==> src/sv/salc_pkg.sv <==
// Shared widths, codes and controller command type for the set-associative LRU cache model.
`default_nettype none
package salc_pkg;

   localparam int ADDR_W      = 64;
   localparam int KIND_W      = 2;
   localparam int OUTCOME_W   = 2;
   localparam int WAY_OUT_W   = 3;
   localparam int COUNT_W     = 32;
   localparam int REQ_DATA_W  = 64;
   localparam int REQ_USER_W  = 2;
   localparam int RSP_DATA_W  = 104;
   localparam int CSR_IDX_W   = 2;
   localparam int CSR_DATA_W  = 6;

   localparam logic [KIND_W-1:0] KIND_LOAD   = 2'd0;
   localparam logic [KIND_W-1:0] KIND_STORE  = 2'd1;
   localparam logic [KIND_W-1:0] KIND_MODIFY = 2'd2;

   localparam logic [OUTCOME_W-1:0] OUTCOME_HIT   = 2'd0;
   localparam logic [OUTCOME_W-1:0] OUTCOME_FILL  = 2'd1;
   localparam logic [OUTCOME_W-1:0] OUTCOME_EVICT = 2'd2;

   localparam logic [CSR_IDX_W-1:0] CSR_SET_BITS = 2'd0;
   localparam logic [CSR_IDX_W-1:0] CSR_WAYS     = 2'd1;
   localparam logic [CSR_IDX_W-1:0] CSR_OFFSET   = 2'd2;

   localparam logic [COUNT_W-1:0] TOTAL_MAX = 32'hFFFF_FFFF;

   typedef struct packed {
      logic capture;
      logic read;
      logic commit;
   } ctrl_cmd_type;

endpackage
`default_nettype wire

==> src/sv/salc_ctrl.sv <==
// Sequencing state machine: accept, set read, update/commit, output valid.
`default_nettype none
module salc_ctrl (
   input  wire logic                  clock,
   input  wire logic                  reset,
   input  wire logic                  req_tvalid,
   output logic                       req_tready,
   output logic                       rsp_tvalid,
   input  wire logic                  rsp_tready,
   output salc_pkg::ctrl_cmd_type     cmd
);

   typedef enum logic [1:0] {
      ST_IDLE,
      ST_INDEX,
      ST_UPDATE
   } state_type;

   state_type state_ff, state_in;
   logic      rsp_tvalid_ff, rsp_tvalid_in;
   logic      out_free;
   logic      commit;
   logic      accept;

   always_comb begin
      out_free   = !rsp_tvalid_ff || rsp_tready;
      commit     = (state_ff == ST_UPDATE) && out_free;
      req_tready = (state_ff == ST_IDLE) || commit;
      accept     = req_tvalid && req_tready;

      cmd.capture = accept;
      cmd.read    = (state_ff == ST_INDEX);
      cmd.commit  = commit;

      state_in = state_ff;
      case (state_ff)
         ST_IDLE: begin
            if (accept) state_in = ST_INDEX;
         end
         ST_INDEX: begin
            state_in = ST_UPDATE;
         end
         ST_UPDATE: begin
            if (commit) state_in = accept ? ST_INDEX : ST_IDLE;
         end
         default: state_in = ST_IDLE;
      endcase

      if (commit) rsp_tvalid_in = 1'b1;
      else if (rsp_tready) rsp_tvalid_in = 1'b0;
      else rsp_tvalid_in = rsp_tvalid_ff;
   end

   always_ff @(posedge clock) begin
      if (reset) begin
         state_ff      <= ST_IDLE;
         rsp_tvalid_ff <= 1'b0;
      end else begin
         state_ff      <= state_in;
         rsp_tvalid_ff <= rsp_tvalid_in;
      end
   end

   assign rsp_tvalid = rsp_tvalid_ff;

endmodule
`default_nettype wire

==> config.mk <==
export PLATFORM = sky130hd
export DESIGN_NAME = salc_ctrl
export DESIGN_NICKNAME = d
export VERILOG_FILES = /design/src/sv/salc_pkg.sv /design/src/sv/salc_ctrl.sv
export SDC_FILE = /design/constraint.sdc
export NUM_CORES = 1
export LEC_CHECK = 0
export ABC_AREA = 0
export CORE_AREA = 2 2 39 41
export CTS_BUF_LIST = sky130_fd_sc_hd__clkbuf_16
export CTS_CLUSTER_DIAMETER = 150
export DETAILED_ROUTE_END_ITERATION = 10
export DIE_AREA = 0 0 41 43
export DONT_BUFFER_PORTS = 1
export SYNTH_ARGS = -nofsm -noshare
export SYNTH_HDL_FRONTEND = slang
export SYNTH_SLANG_ARGS = --single-unit
==> constraint.sdc <==
create_clock -name clock -period 1.8 [get_ports clock]
set_clock_uncertainty 0.05 [all_clocks]
set_input_delay 0.36 -clock clock [delete_from_list [all_inputs] [get_ports clock]]
set_output_delay 0.36 -clock clock [all_outputs]
set_load 0.01 [all_outputs]
# After elaboration in Yosys (flattened, before gate mapping)
# Index checks and enable logic that the tools add are counted.
# totals
ff_bits,3
inputBits,4
out_inout_bits,5
elab_cells,20
# classes
n_eq_ne,4
muxes,6
reduce_logical,8
# op_table
cell,n
$pmux 2 s3,1
$mux 2,2
$ne 2x2->1 const B,2
$mux 1,3
$eq 2x1->1 const B,1
$eq 2x2->1 const B,1
$logic_and 1x1->1,2
$logic_not 2->1,1
$logic_or 1x1->1,2
$reduce_and 2->1,1
$reduce_bool 2->1,1
$logic_not 1->1,1

# Depth between registers and ports, before layout
# depth
depth_word,8
mapped_depth,3
ltp_nobuf,2

# Least setup slack after synthesis
# Ideal clock, no wire load.
# synth_timing
path_kind,reg-to-output
start,"register rsp_tvalid_ff, in the netlist rsp_tvalid"
end,output cmd[2] (netlist bit)
arrival_time_ns,0.853
required_ns,1.390
slack_ns,0.537
stages_incl_launch_ff,4
path_buffers,1
cell_sequence,dfxtp_1 -> and3b_1 -> nor3b_1 -> buf_4
# synth_via
elab_chain_cells,5
# synth_rtl
item,line_no,source
start: declaration,salc_ctrl.sv:20,"logic rsp_tvalid_ff, rsp_tvalid_in;"
start signal: assignment,salc_ctrl.sv:60,rsp_tvalid_ff <= rsp_tvalid_in;
$logic_not 1->1,salc_ctrl.sv:26,out_free = !rsp_tvalid_ff || rsp_tready;
$logic_or 1x1->1,salc_ctrl.sv:26,
$logic_and 1x1->1,salc_ctrl.sv:27,commit = (state_ff == ST_UPDATE) && out_free;
$logic_or 1x1->1,salc_ctrl.sv:28,req_tready = (state_ff == ST_IDLE) || commit;
$logic_and 1x1->1,salc_ctrl.sv:29,accept = req_tvalid && req_tready;
end: declaration,salc_ctrl.sv:10,output salc_pkg::ctrl_cmd_type cmd
# No other way between the ends.

==> flow_summary_export.csv <==
group,metric,value,unit
sta,rsz0062_at_grt,"false",
route,drc,0,
power_and_ir_drop,power,0.433,mW
clock_tree,clock_latency,220,ps
global_route,grt_usage,5.32,%
sta,hold_viol,0,
clock_tree,clkTransAtPathRegs,30,ps
min_path,hold_path_class,"in2reg",
clock_tree,numCtsBuffers,3,
synthesis,syn_area,171,um2
route,drt_first_pass_iters,3,
synthesis,ys_ff_latch,3,
setup_path,cp.arrival,1160,ps
synthesis,synth_cell_types,12,
global_route,grt_overflow_total,0,
global_route,grt_max_degree,7,
route,drt-initial-drc-count,1,
power_and_ir_drop,vdd_drop_max,0.292,mV
sta,setup_viol,0,
sta,tns,0,ps
floorplanning,rows,14,
layout,fillers,157,
flow_run,maxCapViolations,0,
clock_tree,cts_setup_buffers,0,
floorplanning,die_h,43,um
floorplanning,core,0.00138,mm2
layout,seqCellArea,60.1,um2
synthesis,synth.top_cell.area_share,35.0,%
sta,slew_viol_final,0,
synthesis,synth.area.top_cells,"dfxtp_1, buf_4, nor4b_2",
global_route,grt_antenna_before_repair,0,
layout,num_antenna_cells,0,
clock_tree,cts_tree,"done",
place,gp_congestion,0.512,
sta,worstMarginPinSlew,385,ps
place,io_buffers,0,
layout,multiInputGateArea,88.8,um2
place,place_inst,30,
setup_path,start_kind,"flop",
run_status,status,"finished, final reports clean",
global_route,grt_pass1_vias,111,
floorplanning,io_pins,9,
clock_tree,cts.sinks,3,
setup_path,criticalPathCategory,"reg2out",
synthesis,syn-num-nets,21,
global_route,grt_pass1_wl,476,um
setup_path,cp_max_fo,4,
synthesis,seq_area_frac_synth,35.0,%
clock_tree,clock-root-buffer,"clkbuf_16",
sta,finalCritPeriodShare,87.4,%
clock_tree,ctsHoldBuffers,0,
layout,layout_common_cells,"clkbuf_16, dfxtp_1, nand2b_1",
clock_tree,clock_path_buffers,2,
layout,area_growth,44.5,%
power_and_ir_drop,power_leakage,0.111,nW
clock_tree,post_cts_resized,0,
floorplanning,die-area,0.00176,mm2
sta,relSlewSlack,74.3,%
power_and_ir_drop,power_density,1750,mW/mm2
route,routed_wl,339,um
route,ant_nets,0,
layout,drive_gt1_share,22.2,%
floorplanning,start_util,12.4,%
setup_path,cp.required,1390,ps
route,routed_via_density,3.32,
synthesis,syn_area_per_cell,10.1,um2
sta,min_period,1570,ps
route,dr_total_vias,113,
setup_path,end_kind,"primary output",
clock_tree,h-tree-depth,1,
sta,fmax,636,MHz
synthesis,syn_inst,17,
layout,final_cells,34,
layout,fin_nets,23,
place,hpwl,255,um
synthesis,yosysWarnings,0,
floorplanning,fp.dieW,41,um
synthesis,yosysTopAreaCell,"dfxtp_1",
route,routedWlPerCell,9.97,um
worst max-delay path, cell delays in order, from the launching register on:
cell,delay (ps)
dfxtp_1,350
and3b_1,240
nor3b_1,360
sequential cells by signal, summed over array words and instances (netlist names):
| register | flops |
|---|---|
| state_ff | 2 |
| rsp_tvalid | 1 |
Yosys cell counts:
cell type  number
and2b_1         1
dfxtp_1         3
nor2_1          1
a21oi_1         1
nor3b_1         1
nor4b_2         1
nor2b_1         1
and3b_1         1
o21ba_1         1
buf_4           3
and4bb_1        1
nand2b_1        2
power by group:
| group | switching [mW] | internal [mW] |
|---|---|---|
| logic | 0.00578 | 0.00665 |
| registers | 0.00346 | 0.0700 |
| clock network | 0.0610 | 0.286 |
through the flow:
stage          hold WS, ps  utilization [%]  instance area (um2)  worst slack [ps]
2_1_floorplan          379                -                  171               537
3_3_place_gp           386             12.2                  169               453
3_5_place_dp           385             12.2                  169               451
4_1_cts                153             17.9                  248               208
5_1_grt                152             17.9                  248               182
6_report               154             17.9                  248               227
routing by layer:
metal	GRT usage, %	up-vias	share of wire (%)
met4	10.0	0	6.2
met5	0	-	0
met2	5.94	6	51
met1	2.88	48	28
met3	5.24	2	15
li1	-	57	-
cells by family (layout without fill, tap and decap cells):
kind of cell | after synthesis | in the layout | synth area share, %
simple gates | 9 | 9 | 43.1
buf+inv | 3 | 4 | 13.1
compound gates | 2 | 2 | 8.76
flops | 3 | 3 | 35.0
cell type report:
cell class / instances / area share, %
Clock buffer: 3 / 30.3
Multi-Input combinational cell: 11 / 35.9
Tap cell: 16 / 8.08
Sequential cell: 3 / 24.2
Clock inverter: 1 / 1.52
worst paths after layout:
| path | cells past startpoint | to | slack, ps | from |
|---|---|---|---|---|
| worst max-delay path | 2 | cmd[2] | 230 | rsp_tvalid$_SDFFE_PP0P_ |
| worst min-delay path | 1 | rsp_tvalid$_SDFFE_PP0P_ | 150 | reset |
| worst max register to register | 2 | state_ff[1]$_SDFFE_PP0P_ | 880 | state_ff[0]$_SDFFE_PP0P_ |
| worst min register to register | 2 | rsp_tvalid$_SDFFE_PP0P_ | 460 | state_ff[1]$_SDFFE_PP0P_ |
No activity file was read; power rests on OpenSTA's default activity.
